<file path="src/vzd_pkg.sv">
// ----------------------------------------------------------------------------
// vzd_pkg
// Shared widths, value kind codes and zigzag helpers for the varint and
// zigzag value decoder.
// ----------------------------------------------------------------------------
package vzd_pkg;

  localparam int unsigned BYTE_W  = 8;
  localparam int unsigned KIND_W  = 3;
  localparam int unsigned POS_W   = 4;
  localparam int unsigned VALUE_W = 64;

  typedef logic [KIND_W-1:0]  kind_t;
  typedef logic [POS_W-1:0]   pos_t;
  typedef logic [VALUE_W-1:0] value_t;

  localparam kind_t KIND_BYTE  = 3'd0;
  localparam kind_t KIND_U32   = 3'd1;
  localparam kind_t KIND_S32   = 3'd2;
  localparam kind_t KIND_U64   = 3'd3;
  localparam kind_t KIND_S64   = 3'd4;
  localparam kind_t KIND_FLOAT = 3'd5;

  localparam pos_t LAST_POS_32    = 4'd4;
  localparam pos_t LAST_POS_64    = 4'd9;
  localparam pos_t LAST_POS_FLOAT = 4'd3;

  function automatic value_t zigzag32(input logic [31:0] v);
    logic [31:0] r;
    begin
      r = (v >> 1) ^ {32{v[0]}};
      zigzag32 = {{32{r[31]}}, r};
    end
  endfunction

  function automatic value_t zigzag64(input value_t v);
    begin
      zigzag64 = (v >> 1) ^ {VALUE_W{v[0]}};
    end
  endfunction

endpackage

</file>
<file path="src/varint_zigzag_value_decoder_unit.sv">
// ----------------------------------------------------------------------------
// varint_zigzag_value_decoder_unit
// Decodes raw bytes, base-128 varints (plain or zigzag) and packed floats
// from a byte stream, one byte per word, with a sticky error flag.
// ----------------------------------------------------------------------------
//   channel | words                    | handshake
//   in      | data_byte, value_kind    | in_valid, in_stall
//   out     | value, error             | out_valid, out_stall
//
// One input word is taken per cycle while in_stall is low; its result, if any, appears in the
// output register on the next cycle. The decode is a single combinational
// pass from the byte and the decoder state to the state and result registers.
// Reset clears the error flag, byte position and output valid.
// in_stall is raised only while a result waits in the output register and
// out_stall holds it there.
// ----------------------------------------------------------------------------
module varint_zigzag_value_decoder_unit (
  input  logic                          clk,
  input  logic                          rst,
  input  logic                          in_valid,
  output logic                          in_stall,
  input  logic [vzd_pkg::BYTE_W-1:0]    data_byte,
  input  logic [vzd_pkg::KIND_W-1:0]    value_kind,
  output logic                          out_valid,
  input  logic                          out_stall,
  output logic [vzd_pkg::VALUE_W-1:0]   value,
  output logic                          error
);

  logic             failed;
  logic             failed_next;
  vzd_pkg::pos_t    pos;
  vzd_pkg::pos_t    pos_next;
  vzd_pkg::value_t  acc;
  vzd_pkg::value_t  acc_next;
  vzd_pkg::kind_t   kind;
  vzd_pkg::kind_t   kind_next;
  logic             out_valid_next;
  vzd_pkg::value_t  value_next;
  logic             error_next;

  logic             take;
  logic             first;
  vzd_pkg::kind_t   cur_kind;
  vzd_pkg::value_t  base;
  logic [6:0]       shift;
  vzd_pkg::value_t  var_acc;
  vzd_pkg::value_t  flt_acc;
  logic             emit;
  vzd_pkg::value_t  emit_value;
  logic             emit_error;

  assign in_stall = out_valid && out_stall;
  assign take     = in_valid && !in_stall;
  assign first    = (pos == '0);
  assign cur_kind = first ? value_kind : kind;
  assign base     = first ? '0 : acc;
  assign shift    = ({3'b000, pos} << 3) - {3'b000, pos};
  assign var_acc  = base | ({{(vzd_pkg::VALUE_W-7){1'b0}}, data_byte[6:0]} << shift[5:0]);
  assign flt_acc  = base | ({{(vzd_pkg::VALUE_W-8){1'b0}}, data_byte} << {pos[1:0], 3'b000});

  always_comb begin
    failed_next = failed;
    pos_next    = pos;
    acc_next    = acc;
    kind_next   = cur_kind;
    emit        = 1'b0;
    emit_value  = '0;
    emit_error  = 1'b0;
    if (failed) begin
      kind_next  = kind;
      emit       = 1'b1;
      emit_error = 1'b1;
    end else begin
      case (cur_kind)
        vzd_pkg::KIND_U32, vzd_pkg::KIND_S32: begin
          if (pos > vzd_pkg::LAST_POS_32 ||
              (pos == vzd_pkg::LAST_POS_32 && data_byte[7:4] != 4'd0)) begin
            failed_next = 1'b1;
            emit        = 1'b1;
            emit_error  = 1'b1;
          end else if (!data_byte[7]) begin
            emit       = 1'b1;
            emit_value = (cur_kind == vzd_pkg::KIND_S32) ?
                         vzd_pkg::zigzag32(var_acc[31:0]) : {32'd0, var_acc[31:0]};
          end else begin
            pos_next = pos + 4'd1;
            acc_next = var_acc;
          end
        end
        vzd_pkg::KIND_U64, vzd_pkg::KIND_S64: begin
          if (pos > vzd_pkg::LAST_POS_64 ||
              (pos == vzd_pkg::LAST_POS_64 && data_byte[7:1] != 7'd0)) begin
            failed_next = 1'b1;
            emit        = 1'b1;
            emit_error  = 1'b1;
          end else if (!data_byte[7]) begin
            emit       = 1'b1;
            emit_value = (cur_kind == vzd_pkg::KIND_S64) ?
                         vzd_pkg::zigzag64(var_acc) : var_acc;
          end else begin
            pos_next = pos + 4'd1;
            acc_next = var_acc;
          end
        end
        vzd_pkg::KIND_FLOAT: begin
          if (first && data_byte == 8'd0) begin
            emit = 1'b1;
          end else if (pos >= vzd_pkg::LAST_POS_FLOAT) begin
            emit       = 1'b1;
            emit_value = {32'd0, flt_acc[8:0], flt_acc[31:9]};
          end else begin
            pos_next = pos + 4'd1;
            acc_next = flt_acc;
          end
        end
        default: begin
          emit       = 1'b1;
          emit_value = {{(vzd_pkg::VALUE_W-8){1'b0}}, data_byte};
        end
      endcase
    end
    if (emit) begin
      pos_next = '0;
      acc_next = '0;
    end
  end

  always_comb begin
    out_valid_next = out_valid && out_stall;
    value_next     = value;
    error_next     = error;
    if (take && emit) begin
      out_valid_next = 1'b1;
      value_next     = emit_value;
      error_next     = emit_error;
    end
  end

  always_ff @(posedge clk) begin
    if (rst) begin
      failed    <= 1'b0;
      pos       <= '0;
      acc       <= '0;
      kind      <= vzd_pkg::KIND_BYTE;
      out_valid <= 1'b0;
    end else begin
      if (take) begin
        failed <= failed_next;
        pos    <= pos_next;
        acc    <= acc_next;
        kind   <= kind_next;
      end
      out_valid <= out_valid_next;
    end
  end

  always_ff @(posedge clk) begin
    value <= value_next;
    error <= error_next;
  end

endmodule

</file>
<file path="config.mk">
export PLATFORM = sky130hd
export DESIGN_NAME = varint_zigzag_value_decoder_unit
export DESIGN_NICKNAME = d
export VERILOG_FILES = /design/src/vzd_pkg.sv /design/src/varint_zigzag_value_decoder_unit.sv
export SDC_FILE = /design/constraint.sdc
export NUM_CORES = 1
export LEC_CHECK = 0
export ABC_AREA = 1
export BUFFER_PORTS_ARGS = -buffer_cell sky130_fd_sc_hd__buf_2
export CORE_MARGIN = 5
export CORE_UTILIZATION = 41
export CTS_BUF_LIST = sky130_fd_sc_hd__clkbuf_4 sky130_fd_sc_hd__clkbuf_8
export DETAILED_ROUTE_END_ITERATION = 16
export MAX_ROUTING_LAYER = met4
export SYNTH_ARGS = -nofsm -noshare
export SYNTH_HDL_FRONTEND = slang
export SYNTH_SLANG_ARGS = --single-unit
</file>
<file path="constraint.sdc">
create_clock -name clk -period 5.2 [get_ports clk]
set_input_delay 0.78 -clock clk [delete_from_list [all_inputs] [get_ports clk]]
set_output_delay 0.78 -clock clk [all_outputs]
set_load 0.01 [all_outputs]
</file>
## Word level (Yosys, flattened, before mapping)

Index checks and enable logic that the tools add are counted.

- Register bits: 138
- Input port bits: 15
- Output and inout port bits: 67
- Word-level logic and storage cells: 88

- Add/sub/neg operators: 2
- Order comparisons: 3
- Eq/ne operators: 12
- Shift operators: 2
- Mux-type cells: 39
- Bitwise logic cells: 5
- Reductions and logical operators: 18

Operators with widths:

| operator | number |
|---|---|
| two-way mux 64 bit | 14 |
| one-hot mux 64 bit (3 select lines) | 2 |
| bitwise OR 64 bit | 2 |
| two-way mux 32 bit | 2 |
| << shifter 7 x 6 -> 64 bit | 1 |
| << shifter 8 x 5 -> 64 bit | 1 |
| bitwise XOR 63 x 64 -> 64 bit | 1 |
| bitwise XOR 31 x 32 -> 32 bit | 1 |
| two-way mux 4 bit | 7 |
| inequality test 3 bit, second input constant | 4 |
| one-hot mux 4 bit (3 select lines) | 1 |
| two-way mux 1 bit | 10 |
| logical NOT 8 bit | 1 |
| nonzero test 4 bit | 2 |
| AND reduction 7 bit | 1 |
| nonzero test 7 bit | 1 |
| == test 3 x 2 -> 1 bit, second input constant | 2 |
| == test 3 bit, second input constant | 2 |
| logical AND 1 bit | 6 |
| subtractor 6 x 4 -> 6 bit | 1 |
| adder 4 x 1 -> 4 bit, second input constant | 1 |
| == test 4 x 3 -> 1 bit, second input constant | 1 |
| == test 4 bit, second input constant | 1 |
| >= comparator 4 x 2 -> 1 bit, second input constant | 1 |
| 13 further kinds | 15 |

## Depth between registers and ports, before layout

Gate-level depths: netlist of run 1.

- Word-level depth: 8
- Mapped depth: 20
- Gate-level depth less buffers: 16

## Worst setup path after synthesis of run 1

No wires, ideal clock.

- Path type: register to register
- From: reg pos[1]
- To: reg error (enable)
- Library setup time: 0.419 ns
- Arrival: 3.616 ns
- Required time: 4.781 ns
- Path slack: 1.165 ns
- Stages on the path, launching flop included: 17
- Path buffers: 4
- Period minus slack after synthesis: 4.035 ns
- Cells stage by stage: dfxtp_1 -> inv_1 -> buf_2 -> clkbuf_1 -> ha_1 -> buf_2 -> nand2_2 -> buf_6 -> nand2_1 -> nand2_2 -> nand3_2 -> nand2_1 -> o21bai_2 -> nor2_4 -> nand2_4 -> nand2_1 -> inv_1

- Longest elaborated chain between the ends: 7
- Elaborated cells between the ends (all ways): 26
- Those cells by class: order compare: 3; eq/ne: 7; mux: 7; reduce/logical: 9

RTL lines:

| item | RTL line | RTL |
|---|---|---|
| start: declaration | varint_zigzag_value_decoder_unit.sv:32 | `vzd_pkg::pos_t pos;` |
| start signal: assignment | varint_zigzag_value_decoder_unit.sv:150 | `pos <= pos_next;` |
| branches (longest 4 deep; another with >= comparator 4 x 2 -> 1 bit) | -- |  |
| one-hot mux 1 bit (3 select lines) (*) | varint_zigzag_value_decoder_unit.sv:75 | `case (cur_kind)` |
| two-way mux 1 bit (*) | varint_zigzag_value_decoder_unit.sv:70 | `if (failed) begin` |
| logical AND 1 bit (*) | varint_zigzag_value_decoder_unit.sv:133 | `if (take && emit) begin` |
| end signal: assignment | varint_zigzag_value_decoder_unit.sv:160 | `error <= error_next;` |
| end: declaration | varint_zigzag_value_decoder_unit.sv:27 | `output logic error` |

Every way passes the cells marked *.
A chain may end at the register's enable or synchronous reset.

## Final worst setup path of run 1

- From: reg pos[0]
- To: reg acc[52]

- Longest elaborated chain between the ends: 8
- Elaborated cells between the ends (all ways): 46
- Those cells by class: add/sub: 1; order compare: 3; eq/ne: 12; shift: 2; mux: 16; bitwise: 2; reduce/logical: 10

RTL lines:

| item | RTL line | RTL |
|---|---|---|
| subtractor 6 x 4 -> 6 bit, or another cell as far along | varint_zigzag_value_decoder_unit.sv:58 | `assign shift = ({3'b000, pos} << 3) - {3'b000, pos};` |
| << shifter 7 x 6 -> 64 bit, or another cell as far along | varint_zigzag_value_decoder_unit.sv:59 | `assign var_acc = base \| ({{(vzd_pkg::VALUE_W-7){1'b0}}, data_byte[6:0]} << shift[5:0]);` |
| bitwise OR 64 bit, or another cell as far along | varint_zigzag_value_decoder_unit.sv:59 |  |
| two-way mux 64 bit, or another cell as far along | varint_zigzag_value_decoder_unit.sv:82, varint_zigzag_value_decoder_unit.sv:97 |  |
| two-way mux 64 bit, or another cell as far along | varint_zigzag_value_decoder_unit.sv:92 | `if (pos > vzd_pkg::LAST_POS_64 \|\|` |
| one-hot mux 64 bit (3 select lines) or two-way mux 1 bit (tied branches) | varint_zigzag_value_decoder_unit.sv:75, varint_zigzag_value_decoder_unit.sv:70 |  |
| two-way mux 64 bit, or another cell as far along | varint_zigzag_value_decoder_unit.sv:70 |  |
| two-way mux 64 bit or AND reduction 7 bit (tied branches) | -- |  |
| end signal: assignment | varint_zigzag_value_decoder_unit.sv:151 | `acc <= acc_next;` |
| end: declaration | varint_zigzag_value_decoder_unit.sv:34 | `vzd_pkg::value_t acc;` |

Several ways; a longest one is shown, not always the timed one. The select of a mux whose other input is x is not followed.

==> results of run 1 <==
## how the worst max path moves through the flow
stage	from	to	slack, ns
2_1_floorplan	pos[1]	error	1.16
6_report	pos[0]	acc[52]	0.64
4_1_cts	pos[0]	acc[52]	0.71
3_3_place_gp	pos[0]	acc[15]	0.92
5_1_grt	pos[0]	acc[52]	0.26
3_5_place_dp	pos[0]	acc[52]	0.75
## worst max-delay path: cells and delay by family (launching register included)
kind / cells / cell delay (ns)
flops: 1 / 0.61
compound gates: 2 / 0.74
buf+inv: 2 / 0.66
fa+ha+maj: 1 / 0.44
simple gates: 7 / 1.95
## power by group
| part | total (µW) | internal [µW] | switching, µW |
|---|---|---|---|
| Sequential | 1290 | 1250 | 37.4 |
| Clock | 968 | 446 | 522 |
| Combinational | 1390 | 348 | 1050 |
## cell type report
| class | instances | area share, % |
|---|---|---|
| Multi-Input combinational cell | 1181 | 50.23 |
| Sequential cell | 138 | 31.73 |
| Timing Repair Buffer | 108 | 5.882 |
| Inverter | 132 | 4.604 |
| Tap cell | 319 | 3.708 |
| Clock buffer | 17 | 2.174 |
| Clock inverter | 15 | 1.651 |
| Antenna cell | 1 | 0.02325 |
## flip-flops by register name, indices dropped and copies added, names as in the netlist
signal,count
out_valid,1
value,64
failed,1
kind,3
acc,64
pos,4
error,1
## cell usage after synthesis, drive strengths merged
cell type  number
nand2         526
nand3         232
a21oi         176
inv           131
o21ai         100
nor2           79
dfxtp          73
edfxtp         65
clkbuf         58
buf            48
nand4          32
o21a           10
a31oi           5
ha              5
nand3b          4
a32oi           2
and2            2
o211ai          2
a211oi          1
clkinv          1
nor2b           1
nor3            1
o21bai          1
o22ai           1
xor2            1
## per-stage QoR
stage / hold WS (ns) / util (%) / power [µW]
after floorplan: 0.4453 / - / 2196
after global placement: 0.4517 / 44.09 / 2661
after detailed placement: 0.4553 / 44.09 / 2658
after CTS: 0.4684 / 45.84 / 3617
after global routing: 0.4794 / 45.85 / 3818
final: 0.4675 / 45.85 / 3649
## routing by layer
| layer | track usage (%) | wire (µm) |
|---|---|---|
| met5 | - | 0 |
| met4 | 7.372 | 981 |
| met3 | 6.938 | 4827 |
| met2 | 37.68 | 15100 |
| met1 | 44.05 | 17620 |
## cells by family after synthesis
family	after synthesis	synth area share, %
compound gates	298	15.87
xor+xnor	1	0.08947
fa+ha+maj	5	0.6390
buf+inv	238	10.10
flops	138	34.86
simple gates	877	38.44
==> results.sh, run 1 <==
export IMPL_cap_violations=0
export IMPL_first_global_vias=9208
export IMPL_hold_violations=0
export IMPL_cp_max_fo=34
export IMPL_ys_seq_area_share_pct=34.86
export IMPL_period_minus_slack_ns=4.564
export IMPL_max_stage_delay_ns=0.64
export IMPL_synth_top_cell_area_share_pct=19.94
export IMPL_synth_area_leaders="edfxtp_1 (20%), nand2_1 (20%), dfxtp_1 (15%)"
export IMPL_seqCellArea_um2=3415
export IMPL_syn2layout_area_growth_pct=9.929
export IMPL_postCtsSetupRepairBufs=0
export IMPL_antenna_found_initial=1
export IMPL_drt_first_iter_violations=1762
export IMPL_syn_num_nets=1577
export IMPL_coreArea_um2=23470
export IMPL_gpl_final_weighted_congestion=1.044
export IMPL_drc_errors=0
export IMPL_post_cts_resized=0
export IMPL_holdPathStages=2
export IMPL_maxSlewHeadroom_pct=29.41
export IMPL_design_area_um2=10760
export IMPL_die_h_um=164.5
export IMPL_cts_buffers=17
export IMPL_finalSetupTns_ns=0
export IMPL_yosysUniqueCellTypes=38
export IMPL_final_common_cell="nand2_1"
export IMPL_ctsHoldBuffers=0
export IMPL_ant_nets=0
export IMPL_grt_pass1_wl_um=57700
export IMPL_syn_instance_count=1557
export IMPL_worst_slew_pin_slew_ns=1.056
export IMPL_r2r_slack_ns=0.64
export IMPL_r2r_end="acc[52]"
export IMPL_clk_latency_ns=0.47
export IMPL_fin_ws_ns=0.6358
export IMPL_synth_seq_cells=138
export IMPL_grt_usage_pct=28.86
export IMPL_layout_nets=1598
export IMPL_worstHoldStart="acc[48]"
export IMPL_stdcell_count=1911
export IMPL_r2r_cells=12
export IMPL_die_area_um2=27070
export IMPL_grt_max_degree=70
export IMPL_peakVddDrop_v=0.0001589
export IMPL_cp_start_kind="flip-flop"
export IMPL_start_util_pct=41.71
export IMPL_cp_arrival_ns=4.95
export IMPL_hp_class="reg -> reg"
export IMPL_cpMostUsedCell="nand2_1"
export IMPL_drt_pass1_iter_count=7
export IMPL_clkTransAtPathRegs_ns=0.09
export IMPL_post_dp_hpwl_um=26950
export IMPL_drt_total_wl_um=38530
export IMPL_synth_area_leader_cell="edfxtp_1"
export IMPL_clock_fmax_mhz=219.1
export IMPL_crit_reg2reg_launch="pos[0]"
export IMPL_critPathKind="reg -> reg"
export IMPL_cts_tree="yes"
export IMPL_crit_required_ns=5.59
export IMPL_root_buffer="clkbuf_8"
export IMPL_io_buffers=81
export IMPL_power_per_cell_area_nw_per_um2=339.1
export IMPL_htreeDepth=4
export IMPL_hold_path_endpoint="acc[48]"
export IMPL_finalSetupViolations=0
export IMPL_maxSlewViolCount=0
export IMPL_mostFrequentLayoutCells="nand2_1 (518), nand3_1 (229), a21oi_1 (176)"
export IMPL_leakagePower_uw=0.004835
export IMPL_cts_sinks=138
export IMPL_crit_path_end_kind="flip-flop"
export IMPL_chipWidth_um=164.5
export IMPL_placed_area_um2=10350
export IMPL_drive_above_1_share_pct=10.31
export IMPL_pre_cts_ws_ns=0.7488
export IMPL_cts_buffer_depth=2
export IMPL_rows=56
export IMPL_place_inst=1878
export IMPL_vias=10850
export IMPL_cp_cell_sequence="inv_1, ha_1, nand2_2, nand2_1, nand2_1, nand2_1, o211ai_2, nand4_2, nor2_8, buf_12, nand2_1, a21oi_1"
export IMPL_syn_area_per_cell_um2=6.288
export IMPL_yosys_warnings=0
export IMPL_drt_vias_per_instance=5.675
export IMPL_nFillCells=2477
export IMPL_rsz0062_at_grt="no"
export IMPL_clock_skew_ns=0.01422
export IMPL_num_io_pins=82
export IMPL_slowest_stage="nand2_2"
export IMPL_gr_total_overflow=0
export IMPL_status="complete, no violations"
export IMPL_finalCritPeriodShare_pct=87.77
export IMPL_syn_cell_area_um2=9791
export IMPL_multi_input_area_um2=5406
export IMPL_routedWlPerCell_um=20.16
(Power assumes the default switching activity.)
==> run 2: changes to the inputs <==
Settings changed: CORE_ASPECT_RATIO set to 1.1.
Clock period 5.2 ns to 5.7 ns, I/O delays scaled along.
==> run 2 against run 1 <==
  * Count of clock-buffer cells in the layout unchanged
  * Global-route usage down 2.1 points
  * Hold slack about the same
  * Via count down 2.6%
  * Non-clock buffer count down 3
  * Register-to-register slack better by 0.53 ns
  * Combinational power down 12%
  * Critical path type unchanged
  * Highest routed layer unchanged
==> results.sh, run 2 (synthesis gave the netlist of run 1 again) <==
export IMPL_status="complete, no violations"
export IMPL_critPathBufInv=4
export IMPL_vias=10560
export IMPL_holdPathStages=2
export IMPL_finalSetupViolations=0
export IMPL_max_stage_delay_ns=0.56
export IMPL_cts_tree="yes"
export IMPL_rows=59
export IMPL_placed_area_um2=10310
export IMPL_hp_class="reg -> reg"
export IMPL_gr_total_overflow=0
export IMPL_leakagePower_uw=0.004798
export IMPL_drc_errors=0
export IMPL_ctsHoldBuffers=0
export IMPL_io_buffers=81
export IMPL_layout_nets=1595
export IMPL_finalCritPeriodShare_pct=79.52
export IMPL_first_global_vias=9841
export IMPL_antenna_found_initial=0
export IMPL_post_dp_hpwl_um=24120
export IMPL_start_util_pct=41.45
export IMPL_rsz0062_at_grt="no"
export IMPL_cp_arrival_ns=4.69
export IMPL_grt_usage_pct=26.79
export IMPL_htreeDepth=4
export IMPL_grt_pass1_wl_um=54860
export IMPL_die_area_um2=27070
export IMPL_crit_path_end_kind="flip-flop"
export IMPL_cts_buffer_depth=2
export IMPL_fin_util_pct=45.16
export IMPL_cpMostUsedCell="nand2_1"
export IMPL_root_buffer="clkbuf_8"
export IMPL_ant_nets=0
export IMPL_period_minus_slack_ns=4.532
export IMPL_clk_latency_ns=0.48
export IMPL_maxSlewHeadroom_pct=34.50
export IMPL_power_per_cell_area_nw_per_um2=297.6
export IMPL_clock_fmax_mhz=220.6
export IMPL_die_h_um=172.1
export IMPL_reg_top3="acc (64), value (64), pos (4)"
export IMPL_slowest_stage="o21bai_2"
export IMPL_hold_violations=0
export IMPL_drt_vias_per_instance=5.580
export IMPL_post_cts_resized=0
export IMPL_crit_family="buffers and inverters"
export IMPL_gpl_final_weighted_congestion=1.011
export IMPL_routedWlPerCell_um=18.66
export IMPL_clock_skew_ns=0.01642
export IMPL_drt_first_iter_violations=1124
export IMPL_mostFrequentLayoutCells="nand2_1 (518), nand3_1 (229), a21oi_1 (176)"
export IMPL_cp_start_kind="flip-flop"
export IMPL_grt_max_degree=70
export IMPL_final_common_cell="nand2_1"
export IMPL_postCtsSetupRepairBufs=0
export IMPL_num_io_pins=82
export IMPL_drive_above_1_share_pct=10.14
export IMPL_seqCellArea_um2=3415
export IMPL_insertedDiodeCount=0
export IMPL_nFillCells=2559
export IMPL_cap_violations=0
export IMPL_drt_total_wl_um=35330
export IMPL_crit_required_ns=5.86
export IMPL_cp_depth=14
export IMPL_finalSetupTns_ns=0
export IMPL_chipWidth_um=157.3
export IMPL_cts_buffers=17
export IMPL_design_area_um2=10670
export IMPL_cts_sinks=138
export IMPL_coreArea_um2=23620
export IMPL_clkTransAtPathRegs_ns=0.09
export IMPL_r2r_cells=14
export IMPL_maxSlewViolCount=0
export IMPL_worst_slew_pin_slew_ns=0.9801
export IMPL_critPathKind="reg -> reg"
export IMPL_cp_cell_sequence="inv_1, ha_1, nand2_2, buf_4, nand2_1, nand2_2, nand3_2, nand2_1, o21bai_2, nor2_4, nand2_4, nand2_1, inv_2, buf_12"
export IMPL_cp_max_fo=40
export IMPL_peakVddDrop_v=0.0001594
export IMPL_drt_pass1_iter_count=6
export IMPL_total_power_uw=3175
export IMPL_syn2layout_area_growth_pct=8.971
export IMPL_multi_input_area_um2=5406
-- run 2: cell count changes in the layout (fill, tap and decap cells not counted), sizes merged --
cell	previous run	this run
clkinv	3	4
bufinv	2	0
buf	108	105
inv	140	141
diode	1	0
-- run 2: tightest hold or removal path, stage by stage (launching register included) --
cell,delay [ns]
dfxtp_1,0.32
nand2_1,0.06
a21oi_1,0.05
-- run 2: routing by layer --
metal / global-route usage (%) / share of wire, % / up-vias
met1: 33.86 / 43 / 4850
met5: - / 0 / -
met4: 10.66 / 3.8 / 0
met2: 43.61 / 47 / 417
met3: 3.605 / 6.0 / 90
li1: - / - / 5205
-- run 2: final cells by class --
type,instances,share of cell area [%]
clock buffers,17,2.193
clock inverters,15,1.184
inverters,132,4.644
multi-input cells,1181,50.67
flip-flops and latches,138,32.00
well taps,305,3.577
repair buffers,105,5.723
-- run 2: path summary, 6_finish.rpt --
kind	to	from	slack [ns]
setup / recovery	value[24]	pos[0]	1.17
hold / removal	acc[40]	acc[40]	0.47
setup reg to reg	value[24]	pos[0]	1.17
hold reg to reg	acc[40]	acc[40]	0.47
-- run 2: metrics by stage --
| step | hold slack [ns] | cells | worst slack [ns] |
|---|---|---|---|
| floorplan | 0.4453 | 1557 | 1.665 |
| finish | 0.4679 | 1893 | 1.168 |
| CTS | 0.4689 | 1893 | 1.182 |
| global route | 0.4861 | 1893 | 0.7869 |
| detailed placement | 0.4555 | 1861 | 1.224 |
| global placement | 0.4516 | 1861 | 1.379 |
-- run 2: power breakdown --
part	switching (µW)	internal, µW	total, µW
sequential	24.0	1140	1160
combinational	906	313	1220
clock	477	316	793
total	1410	1770	3180
==> run 3: changes to the inputs <==
Clock period 5.7 ns to 4.1 ns, I/O delays scaled along.
==> run 3 against run 2 <==
  * Clock power is 40% higher
  * Total power is 41% higher
  * Sequential cell count unchanged
  * Design area grew 1.1%
  * First-iteration DRC count is 13% lower
  * Global-route usage increased by 0.60 points
  * Largest cell class unchanged
  * Highest routed layer unchanged
==> results.sh, run 3 (synthesis gave the netlist of run 1 again) <==
export IMPL_met1_usage_pct=34.75
export IMPL_layout_nets=1608
export IMPL_r2r_slack_ns=0.47
export IMPL_root_buffer="clkbuf_8"
export IMPL_period_minus_slack_ns=3.633
export IMPL_cts_sinks=138
export IMPL_use_met2_pct=43.71
export IMPL_netSwitchingFraction_pct=44.31
export IMPL_coreArea_um2=23620
export IMPL_worst_slew_pin_slew_ns=0.8696
export IMPL_die_h_um=172.1
export IMPL_gpl_final_weighted_congestion=1.010
export IMPL_drt_total_wl_um=36330
export IMPL_reg_top3="acc (64), value (64), pos (4)"
export IMPL_power_net_switching_uw=1985
export IMPL_cts_buffers=17
export IMPL_drt_vias_per_instance=5.611
export IMPL_rsz0062_at_grt="no"
export IMPL_hold_path_endpoint="out_valid"
export IMPL_grt_use_met3_pct=3.730
export IMPL_grt_pass1_wl_um=56120
export IMPL_power_share_clock_pct=24.9
export IMPL_seq_power_share_pct=36.2
export IMPL_die_area_um2=27070
export IMPL_cts_tree="yes"
export IMPL_post_dp_hpwl_um=25120
export IMPL_leakagePower_uw=0.004860
export IMPL_peakVddDrop_v=0.0002249
export IMPL_hold_violations=0
export IMPL_rows=59
export IMPL_final_common_cell="nand2_1"
export IMPL_ant_nets=0
export IMPL_holdPathStages=3
export IMPL_finalSetupTns_ns=0
export IMPL_drt_first_iter_violations=983
export IMPL_routedWlPerCell_um=19.06
export IMPL_chipWidth_um=157.3
export IMPL_num_io_pins=82
export IMPL_grt_max_degree=69
export IMPL_htreeDepth=4
export IMPL_cellInternalPower_uw=2496
export IMPL_postCtsSetupRepairBufs=0
export IMPL_crit_path_end_kind="flip-flop"
export IMPL_status="complete, no violations"
export IMPL_insertedDiodeCount=0
export IMPL_first_global_vias=9823
export IMPL_crit_reg2reg_launch="pos[0]"
export IMPL_gr_total_overflow=0
export IMPL_r2r_cells=12
export IMPL_mostFrequentLayoutCells="nand2_1 (518), nand3_1 (229), a21oi_1 (176)"
export IMPL_grt_usage_pct=27.40
export IMPL_busiest_layer="met2"
export IMPL_r2r_end="value[12]"
export IMPL_cp_start_kind="flip-flop"
export IMPL_drive_above_1_share_pct=10.81
export IMPL_critPathKind="reg -> reg"
export IMPL_vias=10700
export IMPL_cp_arrival_ns=3.92
export IMPL_cts_buffer_depth=2
export IMPL_clock_skew_ns=0.01145
export IMPL_total_power_uw=4481
export IMPL_hp_class="in -> reg"
export IMPL_clk_latency_ns=0.48
export IMPL_cp_max_fo=24
export IMPL_power_per_cell_area_nw_per_um2=415.2
export IMPL_syn2layout_area_growth_pct=10.22
export IMPL_cap_violations=0
export IMPL_finalSetupViolations=0
export IMPL_drt_pass1_iter_count=6
export IMPL_drc_errors=0
export IMPL_antenna_found_initial=0
export IMPL_finalCritPeriodShare_pct=88.62
export IMPL_maxSlewHeadroom_pct=42.03
export IMPL_worstHoldStart="out_stall"
export IMPL_clkTransAtPathRegs_ns=0.09
export IMPL_clock_fmax_mhz=275.2
export IMPL_start_util_pct=41.45
export IMPL_crit_required_ns=4.39
export IMPL_io_buffers=81
export IMPL_maxSlewViolCount=0
export IMPL_comb_power_share_pct=38.9
-- run 3: cell types whose count changed in the layout (fill, tap and decap cells not counted), sizes merged --
| cell | previous run | this run |
|---|---|---|
| inv | 141 | 139 |
| clkinvlp | 2 | 4 |
| buf | 105 | 118 |
-- run 3: what timing repair did --
item                                    4_1_cts  5_1_grt
hold buffers                                  0        0
endpoints found under the setup margin        0        3
gates resized for setup                       0        1
-- run 3: final cells by class --
type,instances,area [µm²]
fillers,2563,12830
clock buffers,17,234.0
flip-flops and latches,138,3415
clock inverters,15,133.9
multi-input cells,1181,5409
inverters,132,495.5
repair buffers,118,723.2
well taps,305,381.6
-- run 3: worst max-delay path, cell delays in order (launching register included) --
cell and delay [ns]:
dfxtp_1 0.65, inv_1 0.25, ha_1 0.38, nand2_2 0.19, nand2_1 0.06, nand2_1 0.20, nand3_2 0.15, nand2_1 0.12
nand3_1 0.14, o21ai_4 0.69, buf_4 0.28, nand2_1 0.05, a31oi_1 0.24
-- run 3: metal layers --
layer	routed length (µm)	part of all wire, %
met5	0	0
met2	16940	47
met1	15310	42
met3	2426	6.7
met4	1653	4.5
-- run 3: how the worst max path moves through the flow --
| stage | from | endpoint | slack, ns |
|---|---|---|---|
| after floorplan | pos[1] | error | 0.06 |
| after global placement | pos[0] | value[10] | 0.39 |
| after detailed placement | pos[0] | value[9] | 0.36 |
| after CTS | pos[0] | value[12] | 0.30 |
| after global routing | pos[0] | value[45] | 0.28 |
| final | pos[0] | value[12] | 0.47 |
-- run 3: per-stage QoR --
stage	util [%]	hold slack [ns]	instance area, µm²	instances	setup slack [ns]
floorplan	-	0.4453	9791	1557	0.06479
global placement	44.09	0.4516	10420	1874	0.3902
detailed placement	44.09	0.4555	10420	1874	0.3609
CTS	45.65	0.4318	10780	1906	0.3049
global route	45.68	0.4462	10790	1906	0.2781
finish	45.68	0.4515	10790	1906	0.4667
-- run 3: power groups by stage --
stage / registers [µW] / logic (µW) / clock network [µW]
2_1_floorplan: 1700 / 1080 / 0
3_3_place_gp: 1650 / 1720 / 0
3_5_place_dp: 1660 / 1710 / 0
4_1_cts: 1620 / 1720 / 1140
5_1_grt: 1630 / 1900 / 1210
6_report: 1620 / 1740 / 1110
